<file path="config.mk">
export PLATFORM = sky130hd
export DESIGN_NAME = pip_ctrl
export DESIGN_NICKNAME = d
export VERILOG_FILES = /design/src/rtl/core/pip_pkg.sv /design/src/rtl/core/pip_ctrl.sv
export SDC_FILE = /design/constraint.sdc
export NUM_CORES = 1
export LEC_CHECK = 0
export BUFFER_PORTS_ARGS = -buffer_cell sky130_fd_sc_hd__buf_2
export CAP_MARGIN = 0
export CORE_MARGIN = 5
export CORE_UTILIZATION = 46
export CTS_CLUSTER_DIAMETER = 40
export CTS_CLUSTER_SIZE = 16
export DETAILED_ROUTE_END_ITERATION = 16
export PLACE_DENSITY = 0.72
export SLEW_MARGIN = 20
export SYNTH_ARGS = -nofsm -noshare
export SYNTH_HDL_FRONTEND = slang
export SYNTH_SLANG_ARGS = --single-unit
</file>
<file path="constraint.sdc">
create_clock -name clk -period 3.2 [get_ports clk]
set_clock_uncertainty 0.1 [all_clocks]
set_input_delay 0.48 -clock clk [delete_from_list [all_inputs] [get_ports clk]]
set_output_delay 0.48 -clock clk [all_outputs]
set_load 0.02 [all_outputs]
</file>
<file path="src/rtl/core/pip_pkg.sv">
// Shared types and constants of the point-in-polygon classifier.
package pip_pkg;

  // coordinate, difference and product widths
  localparam int CoordW = 32;
  localparam int TolW   = 20;
  localparam int DiffW  = 34;
  localparam int ProdW  = 2 * DiffW;
  localparam int SumW   = ProdW + 1;

  // request modes
  localparam logic [1:0] MODE_LOAD  = 2'd0;
  localparam logic [1:0] MODE_CLEAR = 2'd1;

  // result status codes
  localparam logic [2:0] ST_STORED = 3'd0;
  localparam logic [2:0] ST_DUP    = 3'd1;
  localparam logic [2:0] ST_FULL   = 3'd2;
  localparam logic [2:0] ST_QUERY  = 3'd3;
  localparam logic [2:0] ST_CLEAR  = 3'd4;

  // multiplier operations, one product per edge step
  localparam logic [2:0] OP_LHSP = 3'd0;  // (py+e - yi) * ax
  localparam logic [2:0] OP_LHSM = 3'd1;  // (py-e - yi) * ax
  localparam logic [2:0] OP_RHS  = 3'd2;  // bx * ay
  localparam logic [2:0] OP_CR1  = 3'd3;  // ax * by
  localparam logic [2:0] OP_AXX  = 3'd4;
  localparam logic [2:0] OP_AYY  = 3'd5;
  localparam logic [2:0] OP_BXX  = 3'd6;
  localparam logic [2:0] OP_BYY  = 3'd7;
  localparam int NumOps = 8;

  // commands from the controller to the datapath
  typedef struct packed {
    logic       start;
    logic       rd_en;
    logic       load_prev;
    logic       diff;
    logic       mul;
    logic [2:0] mul_op;
    logic       sum;
    logic       eval;
    logic       wr;
  } pip_cmd_t;

  // status from the datapath
  typedef struct packed {
    logic near;
    logic in_poly;
  } pip_stat_t;

endpackage

</file>
<file path="src/rtl/core/pip_ctrl.sv">
// Controller: request sequencing, vertex walk, vertex count and result register.
module pip_ctrl #(
  parameter int MAX_VERTICES = 32,
  parameter int AW = 5,
  parameter int CNTW = 6
) (
  input  logic                clk,
  input  logic                rst_n,
  input  logic                in_tvalid,
  output logic                in_tready,
  input  logic [1:0]          in_mode,
  output logic                out_tvalid,
  input  logic                out_tready,
  output logic [2:0]          out_status,
  output logic                out_inside,
  output logic [5:0]          out_count,
  output pip_pkg::pip_cmd_t   cmd,
  output logic [AW-1:0]       raddr,
  output logic [AW-1:0]       waddr,
  input  pip_pkg::pip_stat_t  stat
);

  localparam logic [2:0] S_IDLE    = 3'd0;
  localparam logic [2:0] S_RDPREV  = 3'd1;
  localparam logic [2:0] S_GETPREV = 3'd2;
  localparam logic [2:0] S_DIFF    = 3'd3;
  localparam logic [2:0] S_MUL     = 3'd4;
  localparam logic [2:0] S_SUM     = 3'd5;
  localparam logic [2:0] S_EVAL    = 3'd6;
  localparam logic [2:0] S_DONE    = 3'd7;

  localparam logic [CNTW-1:0] MaxCnt = CNTW'(MAX_VERTICES);

  logic [2:0]      state_r, state_nxt;
  logic [1:0]      mode_r, mode_nxt;
  logic [CNTW-1:0] cnt_r, cnt_nxt;
  logic [AW-1:0]   idx_r, idx_nxt;
  logic [2:0]      step_r, step_nxt;
  logic            ov_r, ov_nxt;
  logic [2:0]      os_r, os_nxt;
  logic            oi_r, oi_nxt;
  logic [CNTW-1:0] last;

  assign last = cnt_r - CNTW'(1);

  always_comb begin
    state_nxt = state_r;
    mode_nxt  = mode_r;
    cnt_nxt   = cnt_r;
    idx_nxt   = idx_r;
    step_nxt  = step_r;
    ov_nxt    = ov_r;
    os_nxt    = os_r;
    oi_nxt    = oi_r;
    cmd       = '0;
    raddr     = '0;
    waddr     = cnt_r[AW-1:0];
    in_tready = (state_r == S_IDLE);

    if (ov_r && out_tready) ov_nxt = 1'b0;

    case (state_r)
      S_IDLE: begin
        if (in_tvalid) begin
          cmd.start = 1'b1;
          mode_nxt  = in_mode;
          if (in_mode == pip_pkg::MODE_CLEAR || cnt_r == '0) state_nxt = S_DONE;
          else state_nxt = S_RDPREV;
        end
      end
      // last vertex closes the polygon, so it is the first edge's start
      S_RDPREV: begin
        cmd.rd_en = 1'b1;
        raddr     = last[AW-1:0];
        state_nxt = S_GETPREV;
      end
      S_GETPREV: begin
        cmd.load_prev = 1'b1;
        cmd.rd_en     = 1'b1;
        raddr         = '0;
        idx_nxt       = '0;
        state_nxt     = S_DIFF;
      end
      S_DIFF: begin
        cmd.diff  = 1'b1;
        step_nxt  = '0;
        state_nxt = mode_r[1] ? S_MUL : S_EVAL;
      end
      S_MUL: begin
        cmd.mul    = 1'b1;
        cmd.mul_op = step_r;
        step_nxt   = step_r + 3'd1;
        if (step_r == 3'(pip_pkg::NumOps - 1)) state_nxt = S_SUM;
      end
      S_SUM: begin
        cmd.sum   = 1'b1;
        state_nxt = S_EVAL;
      end
      S_EVAL: begin
        cmd.eval = 1'b1;
        if (idx_r == last[AW-1:0]) begin
          state_nxt = S_DONE;
        end else begin
          cmd.rd_en = 1'b1;
          raddr     = idx_r + AW'(1);
          idx_nxt   = idx_r + AW'(1);
          state_nxt = S_DIFF;
        end
      end
      S_DONE: begin
        if (!ov_r || out_tready) begin
          ov_nxt    = 1'b1;
          oi_nxt    = 1'b0;
          state_nxt = S_IDLE;
          if (mode_r[1]) begin
            os_nxt = pip_pkg::ST_QUERY;
            oi_nxt = stat.in_poly;
          end else if (mode_r == pip_pkg::MODE_CLEAR) begin
            os_nxt  = pip_pkg::ST_CLEAR;
            cnt_nxt = '0;
          end else if (stat.near) begin
            os_nxt = pip_pkg::ST_DUP;
          end else if (cnt_r >= MaxCnt) begin
            os_nxt = pip_pkg::ST_FULL;
          end else begin
            cmd.wr  = 1'b1;
            os_nxt  = pip_pkg::ST_STORED;
            cnt_nxt = cnt_r + CNTW'(1);
          end
        end
      end
      default: state_nxt = S_IDLE;
    endcase
  end

  always_ff @(posedge clk) begin
    if (!rst_n) begin
      state_r <= S_IDLE;
      cnt_r   <= '0;
      ov_r    <= 1'b0;
    end else begin
      state_r <= state_nxt;
      cnt_r   <= cnt_nxt;
      ov_r    <= ov_nxt;
    end
  end

  always_ff @(posedge clk) begin
    mode_r <= mode_nxt;
    idx_r  <= idx_nxt;
    step_r <= step_nxt;
    os_r   <= os_nxt;
    oi_r   <= oi_nxt;
  end

  assign out_tvalid = ov_r;
  assign out_status = os_r;
  assign out_inside = oi_r;
  assign out_count  = 6'(cnt_r);

endmodule

</file>
# Word level (Yosys, flattened, before mapping)
# Cells that the tools add are included.
# totals
register_bits,24
out_inout_bits,33
wordCells,81
# classes
addsub,4
magnitude_cmp,1
n_eq_ne,17
mux,36
n_bitwise,1
reduce_logical,14
# op_table
op,n
3-bit case mux with 8 select lines,1
5-bit case mux with 2 select lines,2
3-bit 2-to-1 mux,6
6-bit 2-to-1 mux,3
1-bit 2-to-1 mux,16
"3-bit equality test, second input constant",5
5-bit 2-to-1 mux,2
"2-bit inequality test, second input constant",5
"6-bit by 1-bit adder with 6-bit output, second input constant",1
"3-bit by 2-bit equality test with 1-bit output, second input constant",2
"6-bit greater-or-equal comparator, second input constant",1
6-bit zero test,1
2-bit 2-to-1 mux,3
3-bit case mux with 2 select lines,1
2-bit AND reduction,3
"5-bit by 1-bit adder with 5-bit output, second input constant",1
5-bit equality test,1
5-bit AND reduction,1
"5-bit by 1-bit subtractor with 5-bit output, second input constant",1
"2-bit by 1-bit equality test with 1-bit output, second input constant",2
4-bit 2-to-1 mux,1
2-bit nonzero test,2
"3-bit by 1-bit adder with 3-bit output, second input constant",1
"3-bit by 1-bit equality test with 1-bit output, second input constant",1
9 further kinds,10

# Depth between registers and ports, before layout
# Gate-level depths: netlist of run 1.
# logic_depth
word_depth,7
depth_mapped,8

# Worst setup path before layout of run 1
# Ideal clock, no wire load.
# synth_path
path_kind,register to output
startpoint,register cnt_r[0] (netlist: out_count[0])
endpoint,output raddr[2]
arrival_ns,2.219
required_time_ns,2.620
slack_ns,0.401
stages_incl_launch_ff,9
n_path_buf,2
cell_sequence,dfxtp_1 buf_2 inv_1 ha_1 nor3b_2 xnor2_1 and3_1 clkbuf_1 o32ai_1
# synth_between
elab_chain_len,4
# synth_rtl
element,line,source
start: declaration,pip_ctrl.sv:36,"logic [CNTW-1:0] cnt_r, cnt_nxt;"
start signal: assignment,pip_ctrl.sv:143,cnt_r <= cnt_nxt;
5-bit by 1-bit subtractor with 5-bit output *,pip_ctrl.sv:44,assign last = cnt_r - CNTW'(1);
5-bit equality test,pip_ctrl.sv:101,if (idx_r == last[AW-1:0]) begin
5-bit 2-to-1 mux,pip_ctrl.sv:101,
5-bit case mux with 2 select lines *,pip_ctrl.sv:62,case (state_r)
end: declaration,pip_ctrl.sv:18,"output logic [AW-1:0] raddr,"
# Mark *: on every way between the ends. The rest lies on a longest branch, timed or not.

# Worst setup path in the final report of run 1
# Ends and elaborated chain as after synthesis.

==> impl_metrics.env, run 1 <==
export IMPL_status="finished, final reports clean"
export IMPL_synth_area_leaders="edfxtp_1 (28%), dfxtp_1 (13%), xnor2_1 (4.7%)"
export IMPL_grt_pass1_vias=1113
export IMPL_drtPass1Iterations=4
export IMPL_netlist_instances=155
export IMPL_busiest_layer="met2"
export IMPL_route_detailed_drc=0
export IMPL_fin_setup_tns_ns=0
export IMPL_avgSynthCellArea_sq_um=9.61
export IMPL_cts_root_buf="clkbuf_4"
export IMPL_finalWeightedCongestion=0.839
export IMPL_finalHoldViolations=0
export IMPL_die_area_sq_um=4480
export IMPL_finalCriticalPeriod_ns=2.91
export IMPL_postLayoutCellArea_sq_um=1710
export IMPL_grt_ovfl_total=0
export IMPL_use_met1_pct=17.5
export IMPL_diodes=0
export IMPL_cts_repair_resized=0
export IMPL_worst_pin_slew_ns=0.877
export IMPL_port_buffers=40
export IMPL_critPathMaxFanout=9
export IMPL_grt_use_met3_pct=3.04
export IMPL_final_layout_size_suffix_gt1_share_pct=27.2
export IMPL_grt_pass1_wl_microns=5070
export IMPL_synth_cell_types=45
export IMPL_grt_start_max_net_pins=22
export IMPL_initial_core_util_pct=48.4
export IMPL_grt_use_total_pct=14.6
export IMPL_p_per_area_nw_per_um2=748
export IMPL_die_w_microns=66.9
export IMPL_cap_violations=0
export IMPL_dp_hpwl_microns=2410
export IMPL_ys_warnings_count=0
export IMPL_coreArea_sq_um=3080
export IMPL_synth_fa_ha_area_share_pct=4.20
export IMPL_cts_hold_buf=0
export IMPL_hold_class="in -> reg"
export IMPL_first_iter_violations=63
export IMPL_synth_ff_type="edfxtp_1"
export IMPL_yosysTopAreaCellShare_pct=28.2
export IMPL_antenna_found_initial=0
export IMPL_viasPerCell=5.33
export IMPL_peakVddDrop_uv=395
export IMPL_drt_wirelength_per_cell_microns=13.5
export IMPL_fin_crit_sh_pct=90.8
export IMPL_critical_path_required_ns=2.62
export IMPL_path_class="reg -> out"
export IMPL_ys_seq_elements=24
export IMPL_cts_buffers=3
export IMPL_routed_wirelength_microns=3080
export IMPL_ctsHtreeMaxLevel=1
export IMPL_die_h_microns=66.9
export IMPL_muxShareOfSynthArea_pct=2.10
export IMPL_synth_compound_area_share_pct=13.0
export IMPL_nNetsFinal=198
export IMPL_path_clk_slew_ns=0.14
export IMPL_cts_sinks=24
export IMPL_synth_simple_gate_area_share_pct=21.2
export IMPL_cts_buffer_depth=2
export IMPL_yosysTopAreaCell="edfxtp_1"
export IMPL_endpoint_kind="output pin"
export IMPL_syn_nets=168
export IMPL_cp_start_kind="flip-flop"
export IMPL_crit_arrival_ns=2.33
export IMPL_syn_to_final_growth_pct=14.9
export IMPL_rows=20
export IMPL_max_freq_mhz=344
export IMPL_cts_setup_buffers=0
export IMPL_rsz0062_at_grt="no"
export IMPL_synth_xor_area_share_pct=9.57
export IMPL_ios=41
export IMPL_slew_headroom_pct=40.8
export IMPL_cts_tree="yes"
export IMPL_maxSlewViolCount=0
export IMPL_ant_nets=0
export IMPL_finalSetupViolCount=0
export IMPL_use_met2_pct=25.2
export IMPL_synth_area_sq_um=1490
export IMPL_num_vias=1216
export IMPL_dpl_cell_area_sq_um=1660
export IMPL_clkLatencyLatePin_ns=0.32
export IMPL_synth_top_family_by_area="simple AND/OR/NAND/NOR gates"
export IMPL_async_flop_share_pct=0
export IMPL_synth_seq_area_share_pct=41.6
export IMPL_synth_edf_count=14
export IMPL_leakagePower_nw=0.776
## sequential cells by signal (all words and copies together) (netlist names)
name	flops
out_count	6
idx_r	5
out_status	3
state_r	3
step_r	3
mode_r	2
out_inside	1
out_tvalid	1
## Yosys cell counts (all sizes together), types with 2 or more instances
master	count
a21o	2
a21oi	5
and2	2
and3	8
buf	9
clkbuf	6
dfxtp	10
edfxtp	14
ha	5
inv	10
mux2i	2
nand2	7
nand3	4
nor2	17
nor2b	3
nor3	5
o21ai	4
o21ba	2
o32ai	5
o41ai	2
or3	3
xnor2	8
xor2	3
## power by group
group / internal (mW) / total, mW / switching [mW]
registers: 0.411 / 0.522 / 0.111
clock network: 0.127 / 0.225 / 0.0981
logic: 0.210 / 0.534 / 0.324
## placed cells by master, fill, tap and decap left out, drive strengths merged, types with 2 or more instances in the layout
master  instances
a21o            2
a21oi           5
and2            2
and3            8
buf            40
clkbuf          3
dfxtp          10
edfxtp         14
ha              5
inv            10
mux2i           2
nand2           7
nand3           4
nor2           17
nor2b           3
nor3            5
o21ai           4
o21ba           2
o32ai           5
o41ai           2
or3             3
xnor2           8
xor2            3
## kinds of logic (layout without fill, tap and decap cells)
kind of cell,Yosys count,after routing
flip-flops,24,24
multiplexers,3,3
adder cells (fa/ha/maj),5,5
AO/OA/AOI/OAI,27,27
AND/OR/NAND/NOR,58,58
XOR/XNOR,13,13
buffers and inverters,25,54
## layer usage
metal,vias up,share of wire (%)
met4,0,0.68
met2,40,50
met5,-,0
met1,569,43
li1,605,-
met3,2,6.4
## critical path, stage by stage, from the launching register on
cell and delay, ns:
dfxtp_1 0.54, inv_1 0.08, ha_1 0.24, nor3b_2 0.20, xnor2_1 0.16, and3_1 0.28
o32ai_1 0.30, buf_2 0.22
## final timing paths
path	endpoint	from	depth (start not counted)	slack [ns]
max	raddr[2]	out_count[0]	7	0.29
max reg2reg	idx_r[4]	out_count[0]	6	0.76
min reg2reg	out_tvalid	out_tvalid	2	0.48
min	mode_r[1]	in_mode[1]	1	0.25
## layout make-up
class                           count  area [sq um]
Clock inverter                      1          30.0
Clock buffer                        3          22.5
Inverter                           10          37.5
Timing Repair Buffer               40           200
Fill cell                         285          1370
Multi-Input combinational cell    106           746
Sequential cell                    24           621
Tap cell                           44          55.1
## per-stage QoR
step | hold slack, ns | setup slack, ns | power, mW | std cells | util (%)
floorplan | 0.425 | 0.401 | 0.920 | 155 | -
global route | 0.232 | 0.106 | 1.36 | 228 | 55.6
finish | 0.253 | 0.295 | 1.28 | 228 | 55.6
detailed placement | 0.463 | 0.665 | 1.07 | 224 | 53.9
CTS | 0.245 | 0.279 | 1.29 | 228 | 55.6
global placement | 0.440 | 0.752 | 1.04 | 224 | 53.9
Note: power is estimated with default switching activity, not from simulation.
==> run 2: changes to the inputs <==
==> constraint.sdc (replaced) <==
create_clock -name clk -period 3.15 [get_ports clk]
set_clock_uncertainty 0.1 [all_clocks]
set_input_delay 0.4725 -clock clk [delete_from_list [all_inputs] [get_ports clk]]
set_output_delay 0.4725 -clock clk [all_outputs]
set_load 0.1 [all_outputs]
==> run 2 against run 1 <==
Compared with the run above:
- sequential share of layout area decreased by 2.3 points
- via count is 2.5% lower
- critical path type unchanged
- highest routed layer unchanged
- wire length grew 5.0%
==> impl_metrics.env, run 2 (synthesis results as in run 1) <==
export IMPL_status="finished, final reports clean"
export IMPL_finalHoldViolations=0
export IMPL_die_w_microns=66.9
export IMPL_path_clk_slew_ns=0.14
export IMPL_cts_buffer_depth=2
export IMPL_dp_cells=225
export IMPL_n_fill_cell=294
export IMPL_worstHoldStart="in_mode[1]"
export IMPL_dp_hpwl_microns=2530
export IMPL_finalWeightedCongestion=0.763
export IMPL_grt_pass1_vias=1198
export IMPL_syn_to_final_growth_pct=24.9
export IMPL_routed_wirelength_microns=3230
export IMPL_endpoint_kind="output pin"
export IMPL_die_area_sq_um=4480
export IMPL_cts_tree="yes"
export IMPL_maxSlewViolCount=0
export IMPL_viasPerCell=5.17
export IMPL_final_cell_count_no_fill=229
export IMPL_num_vias=1185
export IMPL_largest_reg_flops=6
export IMPL_grt_use_total_pct=16.1
export IMPL_ios=41
export IMPL_cp_start_kind="flip-flop"
export IMPL_cts_sinks=24
export IMPL_first_iter_violations=57
export IMPL_area_sequential_sq_um=632
export IMPL_fin_setup_tns_ns=0
export IMPL_r2r_start="out_count[0]"
export IMPL_critical_path_required_ns=2.58
export IMPL_multi_input_area_sq_um=881
export IMPL_rows=20
export IMPL_finalCriticalPeriod_ns=2.99
export IMPL_grt_ovfl_total=0
export IMPL_grt_pass1_wl_microns=5520
export IMPL_port_buffers=40
export IMPL_ant_nets=0
export IMPL_layout_commonest_cell="buf_2"
export IMPL_drt_wirelength_per_cell_microns=14.1
export IMPL_fin_crit_sh_pct=94.9
export IMPL_path_class="reg -> out"
export IMPL_die_h_microns=66.9
export IMPL_nNetsFinal=199
export IMPL_coreArea_sq_um=3080
export IMPL_critPathMaxFanout=9
export IMPL_cts_root_buf="clkbuf_4"
export IMPL_finalSetupViolCount=0
export IMPL_cts_setup_buffers=0
export IMPL_rsz0062_at_grt="no"
export IMPL_slew_headroom_pct=44.9
export IMPL_crit_arrival_ns=2.42
export IMPL_route_detailed_drc=0
export IMPL_layout_common_cells="buf_2 (35), nor2_1 (17), edfxtp_1 (14), inv_1 (10), xnor2_1 (8)"
export IMPL_cpPeakStageDelay_ns=0.44
export IMPL_grt_start_max_net_pins=14
export IMPL_drtPass1Iterations=4
export IMPL_antenna_found_initial=0
export IMPL_final_layout_size_suffix_gt1_share_pct=35.1
export IMPL_max_freq_mhz=335
export IMPL_cap_violations=0
export IMPL_cp_slowest_cell="buf_2"
export IMPL_crit_chain="inv_1 > ha_1 > nor3b_2 > xnor2_1 > and3_2 > o22ai_4 > buf_2"
export IMPL_cts_buffers=3
export IMPL_initial_core_util_pct=48.4
export IMPL_hold_class="in -> reg"
export IMPL_ctsHtreeMaxLevel=1
export IMPL_diodes=0
export IMPL_cts_hold_buf=0
export IMPL_clkLatencyLatePin_ns=0.31
export IMPL_worst_pin_slew_ns=0.815
export IMPL_crit_path_start="out_count[0]"
-- run 2: changes by cell type in the layout (fill, tap and decap cells not counted), sizes merged --
| cell | delta |
|---|---|
| bufinv | -1 |
| clkbuf | +5 |
| buf | -3 |
-- run 2: timing repair --
item	in CTS	in global routing
gates resized for setup	1	6
endpoints found under the hold margin	0	0
endpoints found under the setup margin	6	5
-- run 2: final cells by class --
type | count | area share (%)
inverter | 10 | 2.02
tap | 44 | 2.96
multi-input combinational | 106 | 47.3
timing repair buffer | 41 | 11.8
sequential | 24 | 33.9
clock buffer | 4 | 1.95
-- run 2: critical path: cells and delay by family, from the launching register on --
| family | cells | cell delay, ns |
|---|---|---|
| AND/OR/NAND/NOR | 2 | 0.66 |
| adder cells (fa/ha/maj) | 1 | 0.19 |
| XOR/XNOR | 1 | 0.14 |
| buffers and inverters | 2 | 0.50 |
| AO/OA/AOI/OAI | 1 | 0.19 |
| flip-flops | 1 | 0.41 |
-- run 2: final timing paths --
path / to / depth (start not counted) / slack [ns]
worst max-delay path: cmd[9] / 7 / 0.16
worst max register to register: idx_r[3] / 6 / 0.76
worst min register to register: out_count[3] / 2 / 0.47
worst min-delay path: mode_r[1] / 1 / 0.23
-- run 2: stage by stage --
step | worst slack, ns | instance area, sq um | utilization (%) | hold WS (ns)
6_report | 0.161 | 1860 | 60.5 | 0.234
5_1_grt | 0.0143 | 1860 | 60.5 | 0.215
3_5_place_dp | 0.263 | 1810 | 58.9 | 0.454
4_1_cts | 0.0112 | 1850 | 60.1 | 0.225
3_3_place_gp | 0.359 | 1810 | 58.9 | 0.434
2_1_floorplan | 0.0322 | 1650 | - | 0.442
-- run 2: per-layer routing --
layer	global-route usage [%]	share of wire [%]	vias up
li1	-	-	602
met1	20.5	44	550
met2	27.2	50	29
met3	2.70	4.9	4
met4	5.57	1.3	0
met5	0	0	-
Power of run 2 is left out: the tool's default activity adds up to more than one toggle a clock period on the data nets, which glitch-free logic cannot reach.
